<file path="config.mk">
export PLATFORM = sky130hd
export DESIGN_NAME = coin_pulse_qualifier_counter_unit
export DESIGN_NICKNAME = d
export VERILOG_FILES = /design/src/rtl/cpq_pkg.sv /design/src/rtl/cpq_cfg_regs.sv /design/src/rtl/cpq_core.sv /design/src/rtl/coin_pulse_qualifier_counter_unit.sv
export SDC_FILE = /design/constraint.sdc
export NUM_CORES = 1
export LEC_CHECK = 0
export BUFFER_PORTS_ARGS = -buffer_cell sky130_fd_sc_hd__buf_2
export CORE_MARGIN = 5
export CORE_UTILIZATION = 61
export DETAILED_ROUTE_END_ITERATION = 16
export PLACE_DENSITY = 0.81
export SLEW_MARGIN = 20
export SYNTH_ARGS = -nofsm -noshare
export SYNTH_HDL_FRONTEND = slang
export SYNTH_SLANG_ARGS = --single-unit
</file>
<file path="constraint.sdc">
create_clock -name clk -period 6.8 [get_ports clk]
set_input_delay 0.68 -clock clk [delete_from_list [all_inputs] [get_ports clk]]
set_output_delay 0.68 -clock clk [all_outputs]
set_load 0.05 [all_outputs]
</file>
<file path="src/rtl/cpq_pkg.sv">
// ----------------------------------------------------------------------------
// cpq_pkg
// Shared types and register indexes for the coin pulse qualifier counter.
// ----------------------------------------------------------------------------
package cpq_pkg;

  localparam int unsigned CFG_IDX_W  = 3;
  localparam int unsigned CFG_DATA_W = 16;
  localparam int unsigned TIME_W     = 32;
  localparam int unsigned WIDTH_W    = 16;
  localparam int unsigned PPC_W      = 8;
  localparam int unsigned COUNT_W    = 32;

  localparam logic [CFG_IDX_W-1:0] REG_MIN_PULSE     = 3'd0;
  localparam logic [CFG_IDX_W-1:0] REG_MAX_PULSE     = 3'd1;
  localparam logic [CFG_IDX_W-1:0] REG_DEBOUNCE      = 3'd2;
  localparam logic [CFG_IDX_W-1:0] REG_PULSES_PER_COIN = 3'd3;
  localparam logic [CFG_IDX_W-1:0] REG_INITIAL_LEVEL = 3'd4;

  localparam logic [WIDTH_W-1:0] MIN_PULSE_RST = 16'd20;
  localparam logic [WIDTH_W-1:0] MAX_PULSE_RST = 16'd200;
  localparam logic [WIDTH_W-1:0] DEBOUNCE_RST  = 16'd50;
  localparam logic [PPC_W-1:0]   PPC_RST       = 8'd1;
  localparam logic               INIT_LEVEL_RST = 1'b0;

  typedef struct packed {
    logic [WIDTH_W-1:0] min_pulse;
    logic [WIDTH_W-1:0] max_pulse;
    logic [WIDTH_W-1:0] debounce;
    logic [PPC_W-1:0]   pulses_per_coin;
    logic               initial_level;
  } cfg_t;

  typedef struct packed {
    logic               pulse_accepted;
    logic               coin_added;
    logic [COUNT_W-1:0] total_pulses;
    logic [COUNT_W-1:0] total_coins;
    logic               learned_idle;
  } result_t;

endpackage

</file>
<file path="src/rtl/cpq_cfg_regs.sv">
// ----------------------------------------------------------------------------
// cpq_cfg_regs
// Configuration register file; flags a write of the initial level so the
// line state can be reloaded.
// ----------------------------------------------------------------------------
module cpq_cfg_regs
  import cpq_pkg::*;
(
  input  logic                  clk,
  input  logic                  rst,
  input  logic                  wr_en,
  input  logic [CFG_IDX_W-1:0]  wr_index,
  input  logic [CFG_DATA_W-1:0] wr_data,
  output cfg_t                  cfg,
  output logic                  level_load
);

  always_ff @(posedge clk) begin
    if (rst) begin
      cfg.min_pulse       <= MIN_PULSE_RST;
      cfg.max_pulse       <= MAX_PULSE_RST;
      cfg.debounce        <= DEBOUNCE_RST;
      cfg.pulses_per_coin <= PPC_RST;
      cfg.initial_level   <= INIT_LEVEL_RST;
    end else if (wr_en) begin
      case (wr_index)
        REG_MIN_PULSE:       cfg.min_pulse       <= wr_data;
        REG_MAX_PULSE:       cfg.max_pulse       <= wr_data;
        REG_DEBOUNCE:        cfg.debounce        <= wr_data;
        REG_PULSES_PER_COIN: cfg.pulses_per_coin <= wr_data[PPC_W-1:0];
        REG_INITIAL_LEVEL:   cfg.initial_level   <= wr_data[0];
        default: ;
      endcase
    end
  end

  assign level_load = wr_en && (wr_index == REG_INITIAL_LEVEL);

endmodule

</file>
<file path="src/rtl/cpq_core.sv">
// ----------------------------------------------------------------------------
// cpq_core
// Line state, pulse qualification, debounce and pulse/coin counters. Computes
// the result for the sample at its input and commits the state on step.
// ----------------------------------------------------------------------------
module cpq_core
  import cpq_pkg::*;
(
  input  logic              clk,
  input  logic              rst,
  input  cfg_t              cfg,
  input  logic              level_load,
  input  logic              load_level,
  input  logic              step,
  input  logic              line_level,
  input  logic [TIME_W-1:0] time_ms,
  output result_t           res
);

  logic               current_level;
  logic [TIME_W-1:0]  level_start_time;
  logic               idle_level;
  logic               has_accepted;
  logic [TIME_W-1:0]  last_accept_time;
  logic [COUNT_W-1:0] pulse_total;
  logic [PPC_W-1:0]   pulse_residue;
  logic [COUNT_W-1:0] coin_total;

  logic               idle_level_next;
  logic [COUNT_W-1:0] pulse_total_next;
  logic [PPC_W-1:0]   pulse_residue_next;
  logic [COUNT_W-1:0] coin_total_next;

  logic               changed;
  logic [TIME_W-1:0]  duration;
  logic [TIME_W-1:0]  spacing;
  logic               too_long;
  logic               is_pulse;
  logic               bounced;
  logic               accept;
  logic [PPC_W-1:0]   need;
  logic [PPC_W-1:0]   residue_inc;
  logic               coin;

  always_comb begin
    changed     = line_level != current_level;
    duration    = time_ms - level_start_time;
    spacing     = time_ms - last_accept_time;
    too_long    = duration > TIME_W'(cfg.max_pulse);
    is_pulse    = (current_level != idle_level) && (duration >= TIME_W'(cfg.min_pulse));
    bounced     = has_accepted && (spacing < TIME_W'(cfg.debounce));
    accept      = changed && !too_long && is_pulse && !bounced;
    // zero pulses per coin acts as one
    need        = (cfg.pulses_per_coin == '0) ? PPC_W'(1) : cfg.pulses_per_coin;
    residue_inc = pulse_residue + PPC_W'(1);
    coin        = accept && (residue_inc >= need);

    idle_level_next    = (changed && too_long) ? current_level : idle_level;
    pulse_total_next   = accept ? pulse_total + COUNT_W'(1) : pulse_total;
    coin_total_next    = coin ? coin_total + COUNT_W'(1) : coin_total;
    pulse_residue_next = coin ? '0 : (accept ? residue_inc : pulse_residue);

    res.pulse_accepted = accept;
    res.coin_added     = coin;
    res.total_pulses   = pulse_total_next;
    res.total_coins    = coin_total_next;
    res.learned_idle   = idle_level_next;
  end

  always_ff @(posedge clk) begin
    if (rst) begin
      current_level    <= INIT_LEVEL_RST;
      idle_level       <= INIT_LEVEL_RST;
      level_start_time <= '0;
      has_accepted     <= 1'b0;
      last_accept_time <= '0;
      pulse_total      <= '0;
      pulse_residue    <= '0;
      coin_total       <= '0;
    end else if (level_load) begin
      current_level <= load_level;
      idle_level    <= load_level;
    end else if (step) begin
      idle_level    <= idle_level_next;
      pulse_total   <= pulse_total_next;
      pulse_residue <= pulse_residue_next;
      coin_total    <= coin_total_next;
      if (changed) begin
        current_level    <= line_level;
        level_start_time <= time_ms;
      end
      if (accept) begin
        has_accepted     <= 1'b1;
        last_accept_time <= time_ms;
      end
    end
  end

endmodule

</file>
<file path="src/rtl/coin_pulse_qualifier_counter_unit.sv">
// ----------------------------------------------------------------------------
// coin_pulse_qualifier_counter_unit
// Coin line pulse qualifier with learned idle polarity, debounce and
// pulse/coin counters.
// ----------------------------------------------------------------------------
// Takes one line sample per clock while results are taken. A request is
// captured in an input register, evaluated against the line state and its
// result lands in the output register, so a new sample is accepted every
// cycle while results are taken. The single-cycle rate is set by the state
// update loop (level, timestamps, counters). A stalled output holds one
// result plus one queued sample before in_ready drops. Configuration writes
// are always ready and should be issued only while no request is in flight;
// writing initial_level also reloads the current and learned idle level.
module coin_pulse_qualifier_counter_unit
  import cpq_pkg::*;
(
  input  logic                  clk,
  input  logic                  rst,
  input  logic                  cfg_valid,
  output logic                  cfg_ready,
  input  logic [CFG_IDX_W-1:0]  cfg_index,
  input  logic [CFG_DATA_W-1:0] cfg_data,
  input  logic                  in_valid,
  output logic                  in_ready,
  input  logic                  line_level,
  input  logic [TIME_W-1:0]     time_ms,
  output logic                  out_valid,
  input  logic                  out_ready,
  output logic                  pulse_accepted,
  output logic                  coin_added,
  output logic [COUNT_W-1:0]    total_pulses,
  output logic [COUNT_W-1:0]    total_coins,
  output logic                  learned_idle
);

  cfg_t              cfg;
  logic              level_load;
  logic              s1_valid;
  logic              s1_level;
  logic [TIME_W-1:0] s1_time;
  logic              advance;
  logic              step;
  result_t           res;

  assign cfg_ready = 1'b1;

  cpq_cfg_regs u_cfg (
    .clk        (clk),
    .rst        (rst),
    .wr_en      (cfg_valid && cfg_ready),
    .wr_index   (cfg_index),
    .wr_data    (cfg_data),
    .cfg        (cfg),
    .level_load (level_load)
  );

  assign advance  = !out_valid || out_ready;
  assign step     = s1_valid && advance;
  assign in_ready = !s1_valid || advance;

  always_ff @(posedge clk) begin
    if (rst) begin
      s1_valid <= 1'b0;
    end else if (in_ready) begin
      s1_valid <= in_valid;
    end
  end

  always_ff @(posedge clk) begin
    if (in_valid && in_ready) begin
      s1_level <= line_level;
      s1_time  <= time_ms;
    end
  end

  cpq_core u_core (
    .clk        (clk),
    .rst        (rst),
    .cfg        (cfg),
    .level_load (level_load),
    .load_level (cfg_data[0]),
    .step       (step),
    .line_level (s1_level),
    .time_ms    (s1_time),
    .res        (res)
  );

  always_ff @(posedge clk) begin
    if (rst) begin
      out_valid <= 1'b0;
    end else if (advance) begin
      out_valid <= s1_valid;
    end
  end

  always_ff @(posedge clk) begin
    if (step) begin
      pulse_accepted <= res.pulse_accepted;
      coin_added     <= res.coin_added;
      total_pulses   <= res.total_pulses;
      total_coins    <= res.total_coins;
      learned_idle   <= res.learned_idle;
    end
  end

  // a coin only completes on an accepted pulse
  a_coin_needs_pulse: assert property (@(posedge clk) disable iff (rst)
    out_valid |-> (!coin_added || pulse_accepted))
    else $error("coin_added without pulse_accepted");

  // back pressure only when both stages hold a request
  a_stall_full: assert property (@(posedge clk) disable iff (rst)
    !in_ready |-> (s1_valid && out_valid && !out_ready))
    else $error("input stalled with free stage");

  // a queued request is never dropped while the output stalls
  a_s1_held: assert property (@(posedge clk) disable iff (rst)
    (s1_valid && !advance) |=> (s1_valid && $stable(s1_time) && $stable(s1_level)))
    else $error("queued request lost during stall");

  // the result register is never loaded while the output stalls
  a_pulse_step: assert property (@(posedge clk) disable iff (rst)
    (step && out_valid && !out_ready) |-> 1'b0)
    else $error("result register overwritten while stalled");

endmodule
</file>
==> results.ini, run 1 <==
[hold_path]
hp-class = in -> reg

[worst_setup_path]
cp_slowest_cell = nor3_1
start_kind = register
cpPeakStageDelay_ns = 0.68
crit_buf_inv = 2
cp.arrival_ns = 6.76
path_cells = ha_1, a21oi_1, o21ai_0, o21ba_2, nor3_1, xnor2_1, ha_1, nand4_1, or4_1, nor3_1, a21o_1, nand3_1, nor4_1, nand4_1, nor4_4, buf_4, nand3_2, buf_4, or4_1, a21oi_1
end_kind = register
required_ns = 7.23
critPathMaxFanout = 26
critPathKind = reg -> reg
cp_top_family = simple AND/OR/NAND/NOR gates

[clocking]
cts_hold_buf = 0
postCtsSetupBuffers = 0
cts_tree = built
cts_buffers = 34
clk_pin_slew_ns = 0.06
htreeDepth = 2
cts.path.max_buffers = 3
cts-root-buf = clkbuf_16
clkSinkCount = 297
clkLatencyLatePin_ns = 0.52
ctsResizeCount = 0

[synth]
synth_area_um2 = 17400
synthArstFlopShare_pct = 0
syn_nets = 2248
synth_edf_count = 100
synth_cell_type_count = 72
synth_flop_cell = dfxtp_1
synth_area_per_cell_um2 = 8.41
postSynthCellCount = 2069
synth_seq_area_share_pct = 39.9
yosysWarnings = 0
synth_seq_cells = 297

[place]
io_buffers = 125
dpl.cell_count = 2497
place_area_um2 = 18300
gp_congestion = 0.976
dp_hpwl_um = 32400

[global_route]
grt_use_total_pct = 27.5
overflow = 0
antenna_found_initial = 0
grt_max_degree = 105
grt_pass1_vias = 14600
grt_pass1_wl_um = 72200

[layout]
n_antenna_cell = 0
final_layout_size_suffix_gt1_share_pct = 11.0
fin_util_pct = 69.7
layout.cells.non_filler = 2559
nNetsFinal = 2334
mostFrequentLayoutCells = nand2_1, a21oi_1, dfxtp_1
stdcell_area_um2 = 19500
final_common_cell = nand2_1
area_delta_synth_final_pct = 12.0

[floorplanning]
rows = 61
fp.dieArea_um2 = 32000
io_pins = 127
core_area_um2 = 27900
die_y_um = 179
die_x_um = 179
start_util_pct = 62.3

[detailed_routing]
vias = 15300
wl_um = 44700
drt_iter0_markers = 1153
drc = 0
ant_nets = 0
drt_first_pass_iters = 5
via_per_inst = 5.97
wl_per_cell_um = 17.5

[timing]
min_period_over_period_pct = 93.1
relSlewSlack_pct = 23.0
finalHoldViolCount = 0
tightest_slew_ns = 1.16
max_freq_ghz = 0.158
tns_ns = 0
clock_skew_ns = 0.0139
rsz0062_at_grt = false
maxSlewViolCount = 0
min_period_ns = 6.33
finalSetupViolations = 0

[pwr]
power_frac_clock_pct = 41.6
p_switching_w = 0.00123
power-per-cell-area_nw_per_um2 = 228
switching_share_pct = 27.7
seq_power_share_pct = 43.1
power.share.combinational_pct = 15.3
p_leak_nw = 7.10
internal_power_w = 0.00321
vdd_ir_drop_max_mv = 0.216

[flow_run]
max_cap_viol_count = 0

[run_status]
status = finished clean

[registers in the layout (all words and copies together), names as in the netlist, 32 cells and up]
signal	flops
u_core.level_start_time	32
u_cfg.cfg	56
u_core.pulse_total	32
u_core.coin_total	32
total_coins	32
total_pulses	32
u_core.last_accept_time	32
s1_time	32
[Yosys cell counts, types with 16 or more instances]
library cell	instances	area, um^2
a21o_1	33	248
a21oi_1	234	1170
and2_1	27	169
and3_1	34	213
clkbuf_1	81	304
dfxtp_1	197	3940
edfxtp_1	100	3000
ha_1	120	1500
inv_1	141	529
nand2_1	348	1310
nand3_1	61	305
nand4_1	56	350
nor2_1	92	345
nor2b_1	16	100
nor3_1	39	195
o211ai_1	21	158
o21a_1	17	128
o21ai_0	79	395
or3_1	37	231
or4_1	16	120
xnor2_1	105	920
xor2_1	34	298
[worst register-to-register path, stage by stage (launching register included)]
cell and delay, ns:
edfxtp_1 0.46, ha_1 0.41, a21oi_1 0.25, o21ai_0 0.24, o21ba_2 0.28, nor3_1 0.68
xnor2_1 0.23, ha_1 0.36, nand4_1 0.15, or4_1 0.59, nor3_1 0.19, a21o_1 0.19
nand3_1 0.09, nor4_1 0.27, nand4_1 0.22, nor4_4 0.36, buf_4 0.29, nand3_2 0.14
buf_4 0.27, or4_1 0.42, a21oi_1 0.15
[final cells by class]
class / count / area, um^2
flip-flops and latches: 297 / 6950
well taps: 378 / 473
inverters: 143 / 537
multi-input cells: 1532 / 9560
clock buffers: 48 / 1020
clock inverters: 14 / 128
repair buffers: 147 / 818
fillers: 2231 / 8460
[kinds of logic after synthesis]
| logic type | after synthesis | synth area share (%) |
|---|---|---|
| and+or+nand+nor | 782 | 21.7 |
| AOI/OAI and AO/OA | 472 | 16.2 |
| DFF | 297 | 39.9 |
| buffers and inverters | 240 | 5.28 |
| xor gates and xnor gates | 139 | 7.00 |
| adders and majority gates | 122 | 8.86 |
| muxes | 16 | 0.986 |
| other | 1 | 0.0216 |
[power groups by stage]
| stage | combinational, W | sequential [W] | clock (W) |
|---|---|---|---|
| final | 0.000679 | 0.00191 | 0.00184 |
| after global routing | 0.000747 | 0.00192 | 0.00196 |
| after CTS | 0.000669 | 0.00191 | 0.00187 |
| after detailed placement | 0.000665 | 0.00195 | 0 |
| after global placement | 0.000652 | 0.00195 | 0 |
| after floorplan | 0.000419 | 0.00201 | 0 |
[through the flow]
stage,hold slack (ns),power [W],setup WS (ns)
after global routing,0.327,0.00462,0.116
after detailed placement,0.444,0.00262,0.408
after CTS,0.322,0.00445,0.382
final,0.337,0.00444,0.468
after global placement,0.439,0.00260,0.528
after floorplan,0.432,0.00243,1.62
[final timing paths]
kind / start / end / slack [ns] / cells past startpoint
setup reg to reg: s1_time[8]$_DFFE_PP_ / u_core.pulse_residue[4]$_SDFFE_PP0P_ / 0.47 / 20
setup / recovery: s1_time[8]$_DFFE_PP_ / u_core.pulse_residue[4]$_SDFFE_PP0P_ / 0.47 / 20
hold / removal: time_ms[27] / s1_time[27]$_DFFE_PP_ / 0.34 / 1
hold reg to reg: u_core.last_accept_time[23]$_SDFFE_PP0P_ / u_core.last_accept_time[23]$_SDFFE_PP0P_ / 0.45 / 2
[per-layer routing]
| metal | GRT usage [%] | vias to the layer above | part of all wire (%) |
|---|---|---|---|
| met5 | 0 | - | 0 |
| met4 | 9.50 | 0 | 3.3 |
| met3 | 3.54 | 107 | 6.8 |
| met2 | 47.2 | 581 | 47 |
| met1 | 35.9 | 7136 | 42 |
| li1 | - | 7442 | - |
Note: power is estimated with default switching activity, not from simulation.
==> inputs of run 2 (changes only) <==
Settings changed: CORE_UTILIZATION 61 to 62, SYNTH_HIERARCHICAL set to 1.
==> results.ini, run 2 <==
[run_status]
status = finished clean

[place]
gp_congestion = 0.940  ; -3.7%
dpl.cell_count = 2588  ; +3.6%
dp_hpwl_um = 35100  ; +8.3%
place_area_um2 = 19500  ; +6.5%
io_buffers = 125  ; unchanged

[worst_setup_path]
end_kind = register
start_kind = register
required_ns = 7.19  ; -0.04 ns
cpPeakStageDelay_ns = 0.56  ; -0.12 ns
cp_slowest_cell = nor4b_1
critPathKind = reg -> reg
cp.arrival_ns = 6.77  ; about the same
critPathMaxFanout = 44  ; +69%
path_cells = ha_1, nor2b_1, o2111ai_1, a211oi_1, or2_2, a21oi_1, xnor2_1, ha_1, and3_1, a22o_1, a2111o_1, nor4_1, o2111ai_1, a2111oi_0, nand4bb_1, nor4b_1, buf_4, or4_4, buf_12, nor2_1, mux2_2

[detailed_routing]
drt_iter0_markers = 1302  ; +13%
ant_nets = 0  ; unchanged
wl_per_cell_um = 18.0  ; +3.2%
drt_first_pass_iters = 7  ; +2
via_per_inst = 6.10  ; +2.2%
vias = 16200  ; +5.8%
wl_um = 47800  ; +6.8%
drc = 0  ; unchanged

[clocking]
ctsResizeCount = 0  ; unchanged
clkLatencyLatePin_ns = 0.51  ; about the same
htreeDepth = 2  ; unchanged
cts.path.max_buffers = 3  ; unchanged
postCtsSetupBuffers = 0  ; unchanged
clk_pin_slew_ns = 0.06  ; about the same
cts_tree = built
cts_buffers = 34  ; unchanged
cts_hold_buf = 0  ; unchanged
clkSinkCount = 297  ; unchanged
cts-root-buf = clkbuf_16

[layout]
multi_input_area_um2 = 10700  ; +12%
fillers = 2302  ; +3.2%
n_antenna_cell = 0  ; unchanged
layout.cells.non_filler = 2649  ; +3.5%
area_delta_synth_final_pct = 9.68
mostFrequentLayoutCells = nand2_1, dfxtp_1, nor2_1
stdcell_area_um2 = 20600  ; +5.6%
largest_reg_flops = 56  ; unchanged
top_register = u_cfg/cfg
regArea_um2 = 6950  ; unchanged
final_layout_size_suffix_gt1_share_pct = 10.3  ; -0.64 points
final_common_cell = nand2_1
nNetsFinal = 2413  ; +3.4%

[timing]
finalHoldViolCount = 0  ; unchanged
clock_skew_ns = 0.0144  ; +0.000509 ns
finalSetupViolations = 0  ; unchanged
maxSlewViolCount = 0  ; unchanged
min_period_ns = 6.37  ; +0.0429 ns
max_freq_ghz = 0.157  ; -0.67%
whs_ns = 0.346  ; +0.00836 ns
rsz0062_at_grt = false
tightest_slew_ns = 0.915  ; -0.240 ns
tns_ns = 0  ; unchanged
relSlewSlack_pct = 38.6  ; +16 points
min_period_over_period_pct = 93.7  ; +0.63 points

[floorplanning]
fp.dieArea_um2 = 33800  ; +5.7%
core_area_um2 = 29700  ; +6.4%
start_util_pct = 63.1  ; +0.85 points
rows = 63  ; +3.3%
io_pins = 127  ; unchanged
die_y_um = 184  ; +2.8%
die_x_um = 184  ; +2.8%

[global_route]
grt_pass1_vias = 15400  ; +5.3%
grt_use_total_pct = 27.3  ; -0.16 points
antenna_found_initial = 0  ; unchanged
overflow = 0  ; unchanged
grt_max_degree = 135  ; +29%
grt_pass1_wl_um = 77400  ; +7.1%

[pwr]
power_w = 0.00441  ; -0.53%
vdd_ir_drop_max_mv = 0.211  ; -2.4%
p_leak_nw = 8.31  ; +17%
power-per-cell-area_nw_per_um2 = 215  ; -5.8%

[synth]
syn_nets = 2357  ; +4.8%
synth_area_per_cell_um2 = 8.61  ; +2.4%
yosysWarnings = 6  ; +6
postSynthCellCount = 2178  ; +5.3%
synth_area_um2 = 18800  ; +7.8%

[hold_path]
hp-class = in -> reg

[flow_run]
max_cap_viol_count = 0  ; unchanged

run 2: layout make-up:
class	instances	share of cell area (%)
clock buffer	46	4.51
multi-input combinational	1612	52.2
sequential	297	33.8
clock inverter	15	0.633
timing repair buffer	142	3.88
inverter	147	2.68
tap	390	2.37
run 2: critical path: cells and delay by family (launching register included):
kind	cells	cell delay, ns
and+or+nand+nor	8	2.07
adders and majority gates	2	0.60
muxes	1	0.28
DFF	1	0.50
buffers and inverters	2	0.49
AOI/OAI and AO/OA	7	2.09
xor gates and xnor gates	1	0.21
run 2: final timing paths:
| check | from | to | slack (ns) | cells past startpoint |
|---|---|---|---|---|
| worst max-delay path | s1_time[1]$_DFFE_PP_ | u_core/pulse_total[11]$_SDFFE_PP0P_ | 0.43 | 21 |
| worst min-delay path | time_ms[0] | s1_time[0]$_DFFE_PP_ | 0.35 | 1 |
| worst max register to register | s1_time[1]$_DFFE_PP_ | u_core/pulse_total[11]$_SDFFE_PP0P_ | 0.43 | 21 |
| worst min register to register | u_core/level_start_time[16]$_SDFFE_PP0P_ | u_core/level_start_time[16]$_SDFFE_PP0P_ | 0.45 | 2 |
run 2: metal layers:
| layer | track usage [%] | routed length, um |
|---|---|---|
| met5 | 0 | 0 |
| met4 | 8.34 | 1450 |
| met3 | 3.62 | 3050 |
| met2 | 46.3 | 22500 |
| met1 | 36.6 | 20800 |
run 2: report_power, final:
| part | switching, W | internal, W | total (W) |
|---|---|---|---|
| registers | 0.0000342 | 0.00188 | 0.00192 |
| logic | 0.000482 | 0.000251 | 0.000733 |
| clock network | 0.000726 | 0.00104 | 0.00176 |
| total | 0.00124 | 0.00317 | 0.00441 |
run 2: per-stage QoR:
stage / worst slack (ns) / utilization [%]
final: 0.426 / 69.2
after global routing: 0.0102 / 69.2
after CTS: 0.464 / 69.2
after detailed placement: 0.498 / 65.6
after global placement: 0.495 / 65.6
after floorplan: 1.55 / -
